**src/design/sbcl_pkg.sv**
```systemverilog
// ----------------------------------------------------------------------------
// sbcl_pkg - shared types and constants for the single-button code lock
// Holds the configuration and result structs, phase codes, register
// indexes and reset values used across the lock's modules.
// ----------------------------------------------------------------------------
package sbcl_pkg;

    // default sizing
    localparam int DIGIT_COUNT_DEF = 3;
    localparam int DIGIT_BITS_DEF  = 4;
    localparam int TIMER_BITS_DEF  = 16;

    // fixed field widths
    localparam int CODE_BITS   = 12;
    localparam int LIMIT_BITS  = 4;
    localparam int TICK_BITS   = 16;
    localparam int PRESS_BITS  = 4;
    localparam int CFG_IDX_BITS = 2;
    localparam int CFG_DATA_BITS = 16;
    localparam int IN_TDATA_BITS = 8;
    localparam int OUT_TDATA_BITS = 16;

    // saturation point of the press counter
    localparam logic [PRESS_BITS-1:0] PRESS_MAX = 4'd15;

    // register reset values
    localparam logic [CODE_BITS-1:0]  CODE_WORD_RST  = 12'd801;
    localparam logic [LIMIT_BITS-1:0] PRESS_LIMIT_RST = 4'd10;
    localparam logic [TICK_BITS-1:0]  DEBOUNCE_RST   = 16'd50;
    localparam logic [TICK_BITS-1:0]  TIMEOUT_RST    = 16'd1000;

    // register indexes
    localparam logic [CFG_IDX_BITS-1:0] CFG_CODE_WORD   = 2'd0;
    localparam logic [CFG_IDX_BITS-1:0] CFG_PRESS_LIMIT = 2'd1;
    localparam logic [CFG_IDX_BITS-1:0] CFG_DEBOUNCE    = 2'd2;
    localparam logic [CFG_IDX_BITS-1:0] CFG_TIMEOUT     = 2'd3;

    // lock phase codes
    localparam logic [1:0] PH_IDLE   = 2'd0;
    localparam logic [1:0] PH_COUNT  = 2'd1;
    localparam logic [1:0] PH_STORED = 2'd2;

    typedef struct packed {
        logic [TICK_BITS-1:0]  digit_timeout_ticks;
        logic [TICK_BITS-1:0]  debounce_ticks;
        logic [LIMIT_BITS-1:0] press_limit;
        logic [CODE_BITS-1:0]  code_word;
    } cfg_t;

    typedef struct packed {
        logic                  code_matches;
        logic                  verdict_valid;
        logic                  digit_done;
        logic [PRESS_BITS-1:0] press_total;
        logic [1:0]            digits_entered;
        logic [1:0]            lock_phase;
    } result_t;

endpackage

```
**src/design/sbcl_cfg_regs.sv**
```systemverilog
// ----------------------------------------------------------------------------
// sbcl_cfg_regs - configuration register file
// Takes register writes by index and presents all settings as one struct.
// ----------------------------------------------------------------------------
module sbcl_cfg_regs
(
    input  logic                                clk,
    input  logic                                rst_n,
    input  logic                                cfg_valid,
    output logic                                cfg_ready,
    input  logic [sbcl_pkg::CFG_IDX_BITS-1:0]   cfg_index,
    input  logic [sbcl_pkg::CFG_DATA_BITS-1:0]  cfg_data,
    output sbcl_pkg::cfg_t                      cfg
);

    sbcl_pkg::cfg_t cfg_reg;
    sbcl_pkg::cfg_t cfg_next;

    // always take writes
    assign cfg_ready = 1'b1;
    assign cfg      = cfg_reg;

    // decode the write into the addressed field
    always_comb
    begin
        cfg_next = cfg_reg;
        if (cfg_valid)
        begin
            case (cfg_index)
                sbcl_pkg::CFG_CODE_WORD:
                    cfg_next.code_word = cfg_data[sbcl_pkg::CODE_BITS-1:0];
                sbcl_pkg::CFG_PRESS_LIMIT:
                    cfg_next.press_limit = cfg_data[sbcl_pkg::LIMIT_BITS-1:0];
                sbcl_pkg::CFG_DEBOUNCE:
                    cfg_next.debounce_ticks = cfg_data;
                sbcl_pkg::CFG_TIMEOUT:
                    cfg_next.digit_timeout_ticks = cfg_data;
                default:
                    cfg_next = cfg_reg;
            endcase
        end
    end

    always_ff @(posedge clk or negedge rst_n)
    begin
        if (!rst_n)
        begin
            cfg_reg.code_word           <= sbcl_pkg::CODE_WORD_RST;
            cfg_reg.press_limit         <= sbcl_pkg::PRESS_LIMIT_RST;
            cfg_reg.debounce_ticks      <= sbcl_pkg::DEBOUNCE_RST;
            cfg_reg.digit_timeout_ticks <= sbcl_pkg::TIMEOUT_RST;
        end
        else
        begin
            cfg_reg <= cfg_next;
        end
    end

endmodule

```
**src/design/sbcl_in_stage.sv**
```systemverilog
// ----------------------------------------------------------------------------
// sbcl_in_stage - input register
// Holds one tick item and hands it to the lock core when the result
// register can take the outcome.
// ----------------------------------------------------------------------------
module sbcl_in_stage
(
    input  logic                                 clk,
    input  logic                                 rst_n,
    input  logic                                 s_tvalid,
    output logic                                 s_tready,
    input  logic [sbcl_pkg::IN_TDATA_BITS-1:0]   s_tdata,
    input  logic                                 out_free,
    output logic                                 step,
    output logic                                 key_event
);

    logic valid_reg;
    logic valid_next;
    logic key_reg;

    // advance the held item whenever the result side has room
    assign step      = valid_reg && out_free;
    assign s_tready  = !valid_reg || out_free;
    assign key_event = key_reg;

    assign valid_next = (s_tvalid && s_tready) ? 1'b1 : (step ? 1'b0 : valid_reg);

    always_ff @(posedge clk or negedge rst_n)
    begin
        if (!rst_n)
        begin
            valid_reg <= 1'b0;
        end
        else
        begin
            valid_reg <= valid_next;
        end
    end

    // capture the key flag of an accepted item
    always_ff @(posedge clk)
    begin
        if (s_tvalid && s_tready)
        begin
            key_reg <= s_tdata[0];
        end
    end

endmodule

```
**src/design/sbcl_core.sv**
```systemverilog
// ----------------------------------------------------------------------------
// sbcl_core - lock state and single-tick update
// Runs the timers, debounce, digit collection and code check for one
// tick item per step and presents that tick's result.
// ----------------------------------------------------------------------------
module sbcl_core
#(
    parameter int DIGIT_COUNT = sbcl_pkg::DIGIT_COUNT_DEF,
    parameter int DIGIT_BITS  = sbcl_pkg::DIGIT_BITS_DEF,
    parameter int TIMER_BITS  = sbcl_pkg::TIMER_BITS_DEF
)
(
    input  logic              clk,
    input  logic              rst_n,
    input  logic              step,
    input  logic              key_event,
    input  sbcl_pkg::cfg_t    cfg,
    output sbcl_pkg::result_t result
);

    localparam int POS_BITS = $clog2(DIGIT_COUNT + 1);
    localparam logic [POS_BITS-1:0] POS_FULL = POS_BITS'(DIGIT_COUNT);

    logic [1:0]                      phase_reg;
    logic [1:0]                      phase_next;
    logic                            pending_reg;
    logic                            pending_next;
    logic [sbcl_pkg::PRESS_BITS-1:0] count_reg;
    logic [sbcl_pkg::PRESS_BITS-1:0] count_next;
    logic [POS_BITS-1:0]             pos_reg;
    logic [POS_BITS-1:0]             pos_next;
    logic [DIGIT_BITS-1:0]           digit_reg  [DIGIT_COUNT];
    logic [DIGIT_BITS-1:0]           digit_next [DIGIT_COUNT];
    logic [TIMER_BITS-1:0]           tmo_reg;
    logic [TIMER_BITS-1:0]           tmo_next;
    logic [TIMER_BITS-1:0]           deb_reg;
    logic [TIMER_BITS-1:0]           deb_next;

    logic [TIMER_BITS-1:0]           tmo_dec;
    logic [TIMER_BITS-1:0]           deb_dec;
    logic                            pending_a;
    logic                            digits_left;
    logic                            do_press;
    logic                            do_store;
    logic                            do_check;
    logic                            codes_equal;
    logic [DIGIT_BITS-1:0]           store_val;
    logic [DIGIT_BITS-1:0]           want;
    logic [TIMER_BITS-1:0]           tmo_load;
    logic [TIMER_BITS-1:0]           deb_load;
    logic [sbcl_pkg::PRESS_BITS-1:0] count_inc;

    assign tmo_load = TIMER_BITS'(cfg.digit_timeout_ticks);
    assign deb_load = TIMER_BITS'(cfg.debounce_ticks);

    // count the timers down, then debounce the raw press
    assign tmo_dec   = (tmo_reg != '0) ? tmo_reg - 1'b1 : tmo_reg;
    assign deb_dec   = (deb_reg != '0) ? deb_reg - 1'b1 : deb_reg;
    assign pending_a = pending_reg || (key_event && (deb_dec == '0));

    assign digits_left = pos_reg < POS_FULL;
    assign count_inc   = (count_reg < sbcl_pkg::PRESS_MAX) ? count_reg + 1'b1 : count_reg;
    assign store_val   = (count_reg < cfg.press_limit) ? DIGIT_BITS'(count_reg) : '0;

    // pick the one phase transition for this tick
    always_comb
    begin
        do_press = 1'b0;
        do_store = 1'b0;
        do_check = 1'b0;
        case (phase_reg)
            sbcl_pkg::PH_COUNT:
            begin
                if (pending_a && digits_left)
                    do_press = 1'b1;
                else if (count_reg >= cfg.press_limit || tmo_dec == '0)
                    do_store = 1'b1;
            end
            sbcl_pkg::PH_STORED:
            begin
                if (pending_a && digits_left)
                    do_press = 1'b1;
                else if (!digits_left)
                    do_check = 1'b1;
            end
            default:
            begin
                if (pending_a && digits_left)
                    do_press = 1'b1;
            end
        endcase
    end

    // compare stored digits against the code word, digit by digit
    always_comb
    begin
        codes_equal = 1'b1;
        want        = '0;
        for (int i = 0; i < DIGIT_COUNT; i++)
        begin
            for (int b = 0; b < DIGIT_BITS; b++)
            begin
                if (i * DIGIT_BITS + b < sbcl_pkg::CODE_BITS)
                    want[b] = cfg.code_word[i * DIGIT_BITS + b];
                else
                    want[b] = 1'b0;
            end
            if (digit_reg[i] != want)
                codes_equal = 1'b0;
        end
    end

    // next state
    always_comb
    begin
        phase_next   = phase_reg;
        pending_next = pending_a;
        count_next   = count_reg;
        pos_next     = pos_reg;
        tmo_next     = tmo_dec;
        deb_next     = key_event ? deb_load : deb_dec;
        for (int i = 0; i < DIGIT_COUNT; i++)
            digit_next[i] = digit_reg[i];

        if (do_press)
        begin
            pending_next = 1'b0;
            count_next   = count_inc;
            tmo_next     = tmo_load;
            phase_next   = sbcl_pkg::PH_COUNT;
        end
        else if (do_store)
        begin
            pending_next = 1'b0;
            for (int i = 0; i < DIGIT_COUNT; i++)
            begin
                if (pos_reg == POS_BITS'(i))
                    digit_next[i] = store_val;
            end
            count_next = '0;
            if (digits_left)
                pos_next = pos_reg + 1'b1;
            phase_next = sbcl_pkg::PH_STORED;
        end
        else if (do_check)
        begin
            pending_next = 1'b0;
            for (int i = 0; i < DIGIT_COUNT; i++)
                digit_next[i] = '0;
            pos_next   = '0;
            phase_next = sbcl_pkg::PH_IDLE;
        end
    end

    // result of this tick
    always_comb
    begin
        result.lock_phase     = phase_next;
        result.digits_entered = 2'(pos_next);
        result.press_total    = count_next;
        result.digit_done     = do_store;
        result.verdict_valid  = do_check;
        result.code_matches   = do_check && codes_equal;
    end

    // commit state on each stepped item
    always_ff @(posedge clk or negedge rst_n)
    begin
        if (!rst_n)
        begin
            phase_reg   <= sbcl_pkg::PH_IDLE;
            pending_reg <= 1'b0;
            count_reg   <= '0;
            pos_reg     <= '0;
            tmo_reg     <= '0;
            deb_reg     <= TIMER_BITS'(sbcl_pkg::DEBOUNCE_RST);
            for (int i = 0; i < DIGIT_COUNT; i++)
                digit_reg[i] <= '0;
        end
        else if (step)
        begin
            phase_reg   <= phase_next;
            pending_reg <= pending_next;
            count_reg   <= count_next;
            pos_reg     <= pos_next;
            tmo_reg     <= tmo_next;
            deb_reg     <= deb_next;
            for (int i = 0; i < DIGIT_COUNT; i++)
                digit_reg[i] <= digit_next[i];
        end
    end

endmodule

```
**src/design/sbcl_out_stage.sv**
```systemverilog
// ----------------------------------------------------------------------------
// sbcl_out_stage - result register
// Holds one result item until the downstream side takes it.
// ----------------------------------------------------------------------------
module sbcl_out_stage
(
    input  logic                                 clk,
    input  logic                                 rst_n,
    input  logic                                 step,
    input  sbcl_pkg::result_t                    result,
    output logic                                 out_free,
    output logic                                 m_tvalid,
    input  logic                                 m_tready,
    output logic [sbcl_pkg::OUT_TDATA_BITS-1:0]  m_tdata
);

    logic              valid_reg;
    logic              valid_next;
    sbcl_pkg::result_t data_reg;

    // room when empty or being drained this cycle
    assign out_free   = !valid_reg || m_tready;
    assign valid_next = step ? 1'b1 : (m_tready ? 1'b0 : valid_reg);
    assign m_tvalid   = valid_reg;
    assign m_tdata    = sbcl_pkg::OUT_TDATA_BITS'(data_reg);

    always_ff @(posedge clk or negedge rst_n)
    begin
        if (!rst_n)
        begin
            valid_reg <= 1'b0;
        end
        else
        begin
            valid_reg <= valid_next;
        end
    end

    // load a new result item
    always_ff @(posedge clk)
    begin
        if (step)
        begin
            data_reg <= result;
        end
    end

endmodule

```
**src/design/single_button_code_lock.sv**
```systemverilog
// ----------------------------------------------------------------------------
// single_button_code_lock - code lock entered with one key
// Debounces key presses per tick, turns press counts into digits and
// checks the finished code against the configured code word.
//
//   channel   dir  handshake            payload
//   s_*       in   s_tvalid/s_tready    s_tdata: key_event
//   m_*       out  m_tvalid/m_tready    m_tdata: phase, digits, presses, flags
//   cfg_*     in   cfg_valid/cfg_ready  cfg_index, cfg_data
//
// One tick item per clock while the result side drains; each item is held
// in the input register and its result is loaded into the result register.
// The whole tick update is one pass of compares and counter updates.
// Reset is asynchronous, active low; valid flags, configuration and lock state
// take their reset values at once, the key flag and result data are not reset.
// A stalled result register holds the input side after one buffered item.
// ----------------------------------------------------------------------------
module single_button_code_lock
#(
    parameter int DIGIT_COUNT = sbcl_pkg::DIGIT_COUNT_DEF,
    parameter int DIGIT_BITS  = sbcl_pkg::DIGIT_BITS_DEF,
    parameter int TIMER_BITS  = sbcl_pkg::TIMER_BITS_DEF
)
(
    input  logic                                 clk,
    input  logic                                 rst_n,
    input  logic                                 s_tvalid,
    output logic                                 s_tready,
    input  logic [sbcl_pkg::IN_TDATA_BITS-1:0]   s_tdata,   // [0] key_event
    output logic                                 m_tvalid,
    input  logic                                 m_tready,
    // [1:0] lock_phase, [3:2] digits_entered, [7:4] press_total,
    // [8] digit_done, [9] verdict_valid, [10] code_matches
    output logic [sbcl_pkg::OUT_TDATA_BITS-1:0]  m_tdata,
    input  logic                                 cfg_valid,
    output logic                                 cfg_ready,
    input  logic [sbcl_pkg::CFG_IDX_BITS-1:0]    cfg_index,
    input  logic [sbcl_pkg::CFG_DATA_BITS-1:0]   cfg_data
);

    sbcl_pkg::cfg_t    cfg;
    sbcl_pkg::result_t result;
    logic              step;
    logic              key_event;
    logic              out_free;

    // configuration registers
    sbcl_cfg_regs u_cfg
    (
        .clk       (clk),
        .rst_n     (rst_n),
        .cfg_valid (cfg_valid),
        .cfg_ready (cfg_ready),
        .cfg_index (cfg_index),
        .cfg_data  (cfg_data),
        .cfg       (cfg)
    );

    // input register
    sbcl_in_stage u_in
    (
        .clk       (clk),
        .rst_n     (rst_n),
        .s_tvalid  (s_tvalid),
        .s_tready  (s_tready),
        .s_tdata   (s_tdata),
        .out_free  (out_free),
        .step      (step),
        .key_event (key_event)
    );

    // lock state and tick update
    sbcl_core
    #(
        .DIGIT_COUNT (DIGIT_COUNT),
        .DIGIT_BITS  (DIGIT_BITS),
        .TIMER_BITS  (TIMER_BITS)
    )
    u_core
    (
        .clk       (clk),
        .rst_n     (rst_n),
        .step      (step),
        .key_event (key_event),
        .cfg       (cfg),
        .result    (result)
    );

    // result register
    sbcl_out_stage u_out
    (
        .clk      (clk),
        .rst_n    (rst_n),
        .step     (step),
        .result   (result),
        .out_free (out_free),
        .m_tvalid (m_tvalid),
        .m_tready (m_tready),
        .m_tdata  (m_tdata)
    );

endmodule
```
**config.mk**
```make
export PLATFORM = sky130hd
export DESIGN_NAME = single_button_code_lock
export DESIGN_NICKNAME = d
export VERILOG_FILES = /design/src/design/sbcl_pkg.sv /design/src/design/sbcl_cfg_regs.sv /design/src/design/sbcl_in_stage.sv /design/src/design/sbcl_core.sv /design/src/design/sbcl_out_stage.sv /design/src/design/single_button_code_lock.sv
export SDC_FILE = /design/constraint.sdc
export NUM_CORES = 1
export LEC_CHECK = 0
export BUFFER_PORTS_ARGS = -buffer_cell sky130_fd_sc_hd__buf_2
export CORE_MARGIN = 3
export CORE_UTILIZATION = 53
export CTS_BUF_LIST = sky130_fd_sc_hd__clkbuf_16
export DETAILED_ROUTE_END_ITERATION = 6
export PLACE_DENSITY = 0.76
export SETUP_SLACK_MARGIN = 0.2
export SYNTH_ARGS = -nofsm -noshare
export SYNTH_HDL_FRONTEND = slang
export SYNTH_SLANG_ARGS = --single-unit
export TNS_END_PERCENT = 1
```
**constraint.sdc**
```tcl
create_clock -name clk -period 4.9 [get_ports clk]
set_input_delay 0.245 -clock clk [delete_from_list [all_inputs] [get_ports clk]]
set_output_delay 0.245 -clock clk [all_outputs]
set_load 0.01 [all_outputs]
```
==> flow_summary.yaml, run 1 <==
floorplan:
  num_rows: 38
  start_util: 0.558
  core_um2: 11100
  die-area_um2: 13100
  pin_count: 50
  fp.dieH_um: 114
  die_w_um: 114
placed_design:
  dp_hpwl_um: 9970
  gp_congestion: 0.871
  port_buffers: 36
  placed_area_um2: 6470
layout:
  final_area_um2: 7090
  final_common_cell: "dfrtp_1"
  final_nets: 676
  drive_above_1_share: 0.252
  post-route-util: 0.638
  layout_common_cells: "85 x dfrtp_1, 55 x o21ai_0, 50 x mux2_2"
  largest_register_ffs: 48
  antenna_cells: 0
  syn2layout_area_growth_pct: 14.2
worst_setup_path:
  crit_type: "reg2reg"
  startpoint_type: "flip-flop"
  required_ns: 5.22
  reg2reg_depth: 10
  critical_path_arrival_ns: 4.53
  critPathMaxFanout: 9
  endpoint_kind: "flip-flop"
global_route:
  grt_pass1_vias: 4938
  grt_antenna_before_repair: 0
  overflow: 0
  grt_max_degree: 59
  grt_pass1_wl_um: 24800
  grtUsageTotal: 0.242
timing:
  rsz0062_at_grt: "no"
  final-hold-violation-count: 0
  slew-limit-headroom: 0.382
  tightest_slew_ns: 0.924
  fin_crit_sh: 0.859
  min_period_ns: 4.21
  finalSetupTns_ns: 0
  fmax_mhz: 238
  finalSetupViolCount: 0
  final_max_slew_viol_count: 0
  finClkSkew_ns: 0.0105
logic_synthesis:
  ys.warnings.count: 0
  synth_top_area_cell: "dfrtp_1"
  synthDistinctLibCells: 65
  synthFlopType: "dfrtp_1"
  synthCells: 606
  netlist.area_leader.share: 0.342
  synth_area_leaders: "dfrtp_1 34%, mux2_2 9.1%, dfstp_2 7.6%, edfxtp_1 5.8%, o21ai_0 4.4%"
  synth-seq-area-share: 0.477
  synth_area_per_cell_um2: 10.3
  synth_area_um2: 6210
  synth-async-reset-ratio: 0.896
  synth_edf_count: 12
  ys_ff_latch: 115
outcome:
  status: "complete, no violations"
routing:
  drtPass1Iterations: 5
  wl_um: 14800
  postRouteAntennaNets: 0
  num_vias: 4865
  drt_iter0_markers: 360
  vias_per_cell: 6.16
  drc_errors: 0
  wl_per_cell_um: 18.7
min_path:
  hold_path_depth: 2
  min_path_type: "in2reg"
power_and_ir_drop:
  powerDensity_nw_per_um2: 533
  p_leak_nw: 2.98
  vdd.ir_drop.worst_mv: 0.343
clock_tree:
  clock_sinks: 115
  ctsHoldBuffers: 2
  insertion_delay_ns: 0.41
  clockBufferDepth: 2
  cts_htree_levels: 4
  cts_root_buf: "clkbuf_16"
  postCtsSetupBuffers: 0
  tritoncts: "built"
  cts_buffers: 17
  cts_resized: 0
  clk_pin_slew_ns: 0.05
job:
  maxCapViolCount: 0
==> path summary, 6_finish.rpt <==
kind,start,to,slack [ns]
worst max-delay path,u_core.tmo_reg[0],u_core.digit_reg[9],0.69
worst min-delay path,s_tvalid,u_in.valid_reg,0.04
worst max register to register,u_core.tmo_reg[0],u_core.digit_reg[9],0.69
worst min register to register,u_core.deb_reg[5],u_core.deb_reg[5],0.50
max in group asynchronous,rst_n,u_cfg.cfg[16],3.34
min in group asynchronous,rst_n,u_core.tmo_reg[3],0.41
==> worst max-delay path, cell delays in order (launching register included) <==
cell,delay [ns]
dfrtp_1,0.41
inv_1,0.12
ha_1,0.26
or4b_1,0.63
and4bb_2,0.35
mux2_2,0.35
or3_4,0.38
nor4_4,0.61
o21ai_0,0.20
a211oi_2,0.53
mux2i_1,0.27
==> layer usage <==
metal | routed length (um) | track usage
met5 | 0 | 0
met4 | 360 | 0.0990
met3 | 951 | 0.0460
met1 | 6530 | 0.326
met2 | 6920 | 0.387
==> power breakdown <==
group          total [mW]  internal [mW]  leakage (nW)  switching [mW]
Sequential           1.59           1.27          1.33           0.321
Combinational       0.958          0.450          1.37           0.508
Clock                1.24          0.802         0.284           0.434
Total                3.78           2.52          2.98            1.26
==> cell families (layout without fill, tap and decap cells) <==
family | Yosys count | after routing | synth area share
muxes | 70 | 70 | 0.123
and+or+nand+nor | 178 | 178 | 0.163
adders and majority gates | 8 | 8 | 0.0161
other | 2 | 6 | 0.00121
xor gates and xnor gates | 13 | 13 | 0.0183
buffers and inverters | 69 | 109 | 0.0475
AOI/OAI and AO/OA | 151 | 151 | 0.154
DFF | 115 | 115 | 0.477
==> layout make-up <==
| cell class | count | area, um2 |
|---|---|---|
| clock buffers | 19 | 475 |
| clock inverters | 13 | 129 |
| inverters | 31 | 116 |
| multi-input cells | 426 | 2970 |
| repair buffers | 46 | 263 |
| flip-flops and latches | 115 | 2960 |
| fillers | 892 | 4030 |
| well taps | 140 | 175 |
==> synthesized netlist by cell type, drive strengths merged (8+ instances only) <==
cell type,n
dfrtp,85
o21ai,55
mux2,50
inv,31
nor2,31
a21oi,30
nand2,30
nor3,27
clkbuf,23
mux2i,20
dfstp,18
buf,15
a22oi,12
edfxtp,12
nor4,12
nand3,10
or2,10
or4,10
ha,8
nand2b,8
or3,8
xnor2,8
==> stage by stage <==
step,std cells,power [mW],setup slack [ns],hold slack [ns]
2_1_floorplan,610,2.26,1.30,-0.0506
3_3_place_gp,756,2.47,0.896,0.300
3_5_place_dp,756,2.53,0.741,0.304
4_1_cts,790,3.78,0.722,0.0353
5_1_grt,790,4.01,0.449,0.0664
6_report,790,3.78,0.692,0.0400
Power figures use the tool's default switching activity.
==> run 2: changes to the inputs <==
--- a/config.mk
+++ b/config.mk
@@ -12,6 +12,7 @@
 export DETAILED_ROUTE_END_ITERATION = 6
 export PLACE_DENSITY = 0.76
 export SETUP_SLACK_MARGIN = 0.2
+export SLEW_MARGIN = 20
 export SYNTH_ARGS = -nofsm -noshare
 export SYNTH_HDL_FRONTEND = slang
 export SYNTH_SLANG_ARGS = --single-unit
==> constraint.sdc (replaced) <==
create_clock -name clk -period 4.9 [get_ports clk]
set_input_delay 1.47 -clock clk [delete_from_list [all_inputs] [get_ports clk]]
set_output_delay 1.47 -clock clk [all_outputs]
set_load 0.01 [all_outputs]
==> run 2 against run 1 <==
  * Sequential cell count unchanged
  * Fmax up 1.3%
  * Register-to-register slack better by 0.06 ns
  * Worst setup slack better by 0.056 ns
  * Sequential power about the same
  * Total power down 3.2%
  * Critical endpoint is now u_core.digit_reg[10]
  * Largest cell class unchanged
==> flow_summary.yaml, run 2 (same netlist as run 1, synthesis figures left out) <==
outcome:
  status: "complete, no violations"
routing:
  drt_iter0_markers: 360
  drc_errors: 0
  drtPass1Iterations: 5
  wl_per_cell_um: 18.4
  wl_um: 14500
  postRouteAntennaNets: 0
  vias_per_cell: 6.13
  num_vias: 4836
layout:
  largest_register_ffs: 48
  syn2layout_area_growth_pct: 13.0
  final_common_cell: "dfrtp_1"
  antenna_cells: 0
  final_nets: 675
  drive_above_1_share: 0.256
  layout_common_cells: "85 x dfrtp_1, 55 x o21ai_0, 50 x mux2_2"
global_route:
  grtUsageTotal: 0.242
  grt_pass1_wl_um: 24800
  met3_usage: 0.0618
  overflow: 0
  grt_pass1_vias: 4918
  grt_busiest_layer: "met2"
  grt_antenna_before_repair: 1
  grt_max_degree: 54
  met2_usage: 0.382
  use_met1: 0.325
clock_tree:
  cts_resized: 0
  cts_buffers: 17
  ctsHoldBuffers: 0
  postCtsSetupBuffers: 0
  clk_pin_slew_ns: 0.05
  cts_root_buf: "clkbuf_16"
  clockBufferDepth: 2
  insertion_delay_ns: 0.42
  tritoncts: "built"
  clock_sinks: 115
  cts_htree_levels: 4
timing:
  finClkSkew_ns: 0.00640
  finalSetupTns_ns: 0
  final-hold-violation-count: 0
  fmax_mhz: 241
  slew-limit-headroom: 0.386
  fin_crit_sh: 0.847
  tightest_slew_ns: 0.919
  final_max_slew_viol_count: 0
  rsz0062_at_grt: "no"
  min_period_ns: 4.15
  setup_slack_ns: 0.748
  finalSetupViolCount: 0
floorplan:
  start_util: 0.558
  pin_count: 50
  fp.dieH_um: 114
  die-area_um2: 13100
  die_w_um: 114
  num_rows: 38
  core_um2: 11100
placed_design:
  dp_hpwl_um: 10100
  gp_congestion: 0.895
  post-place-ws_ns: 0.780
  port_buffers: 36
worst_setup_path:
  startpoint_type: "flip-flop"
  critPathSlowestCell: "or4b_1"
  critPathMaxFanout: 9
  slowest_delay_ns: 0.63
  crit_chain: "inv_1 > ha_1 > or4b_1 > and4bb_2 > mux2_2 > or3_4 > nor4_4 > o21ai_0 > a211oi_2 > mux2i_1"
  crit_type: "reg2reg"
  r2r_slack_ns: 0.75
  path_buf_inv: 1
  endpoint_kind: "flip-flop"
  cp_top_family: "simple AND/OR/NAND/NOR gates"
  critical_path_arrival_ns: 4.48
  required_ns: 5.22
power_and_ir_drop:
  vdd.ir_drop.worst_mv: 0.338
  powerDensity_nw_per_um2: 522
  p_leak_nw: 2.96
min_path:
  min_path_type: "reg2reg"
job:
  maxCapViolCount: 0
## run 2: worst paths after layout
kind | cells after the start | to | startpoint
worst max-delay path | 10 | u_core.digit_reg[10] | u_core.tmo_reg[0]
worst min-delay path | 2 | u_core.deb_reg[5] | u_core.deb_reg[5]
worst max register to register | 10 | u_core.digit_reg[10] | u_core.tmo_reg[0]
worst min register to register | 2 | u_core.deb_reg[5] | u_core.deb_reg[5]
max in group asynchronous | 2 | u_cfg.cfg[17] | rst_n
min in group asynchronous | 1 | u_cfg.cfg[44] | rst_n
## run 2: final cells by class
| cell class | instances | area [um2] |
|---|---|---|
| multi-input combinational | 426 | 2970 |
| sequential | 115 | 2960 |
| fill | 893 | 4110 |
| tap | 140 | 175 |
| clock inverter | 15 | 116 |
| inverter | 31 | 116 |
| clock buffer | 17 | 425 |
| timing repair buffer | 45 | 250 |
## run 2: stage by stage
step | utilization | instances | power (mW) | instance area, um2 | hold WS (ns)
floorplan | - | 610 | 2.26 | 6230 | 0.465
global placement | 0.582 | 757 | 2.47 | 6480 | 0.478
detailed placement | 0.582 | 757 | 2.54 | 6480 | 0.493
CTS | 0.631 | 789 | 3.67 | 7020 | 0.501
global route | 0.631 | 789 | 3.91 | 7020 | 0.525
finish | 0.631 | 789 | 3.66 | 7020 | 0.500
## run 2: worst min-delay path, delay by kind of cell (launching register included)
kind / cells / cell delay (ns)
AO/OA/AOI/OAI: 1 / 0.07
AND/OR/NAND/NOR: 1 / 0.05
flip-flops: 1 / 0.38
## run 2: power by group
| part | leakage, nW | switching (mW) | internal [mW] |
|---|---|---|---|
| combinational | 1.36 | 0.506 | 0.451 |
| sequential | 1.33 | 0.318 | 1.27 |
| clock | 0.268 | 0.430 | 0.688 |
| total | 2.96 | 1.25 | 2.41 |
## run 2: metal layers
metal,routed length [um],vias to the layer above,share of wire
li1,-,2284,-
met4,288,2,0.020
met5,7,-,0.00048
met1,6560,2346,0.45
met3,807,26,0.056
met2,6870,178,0.47
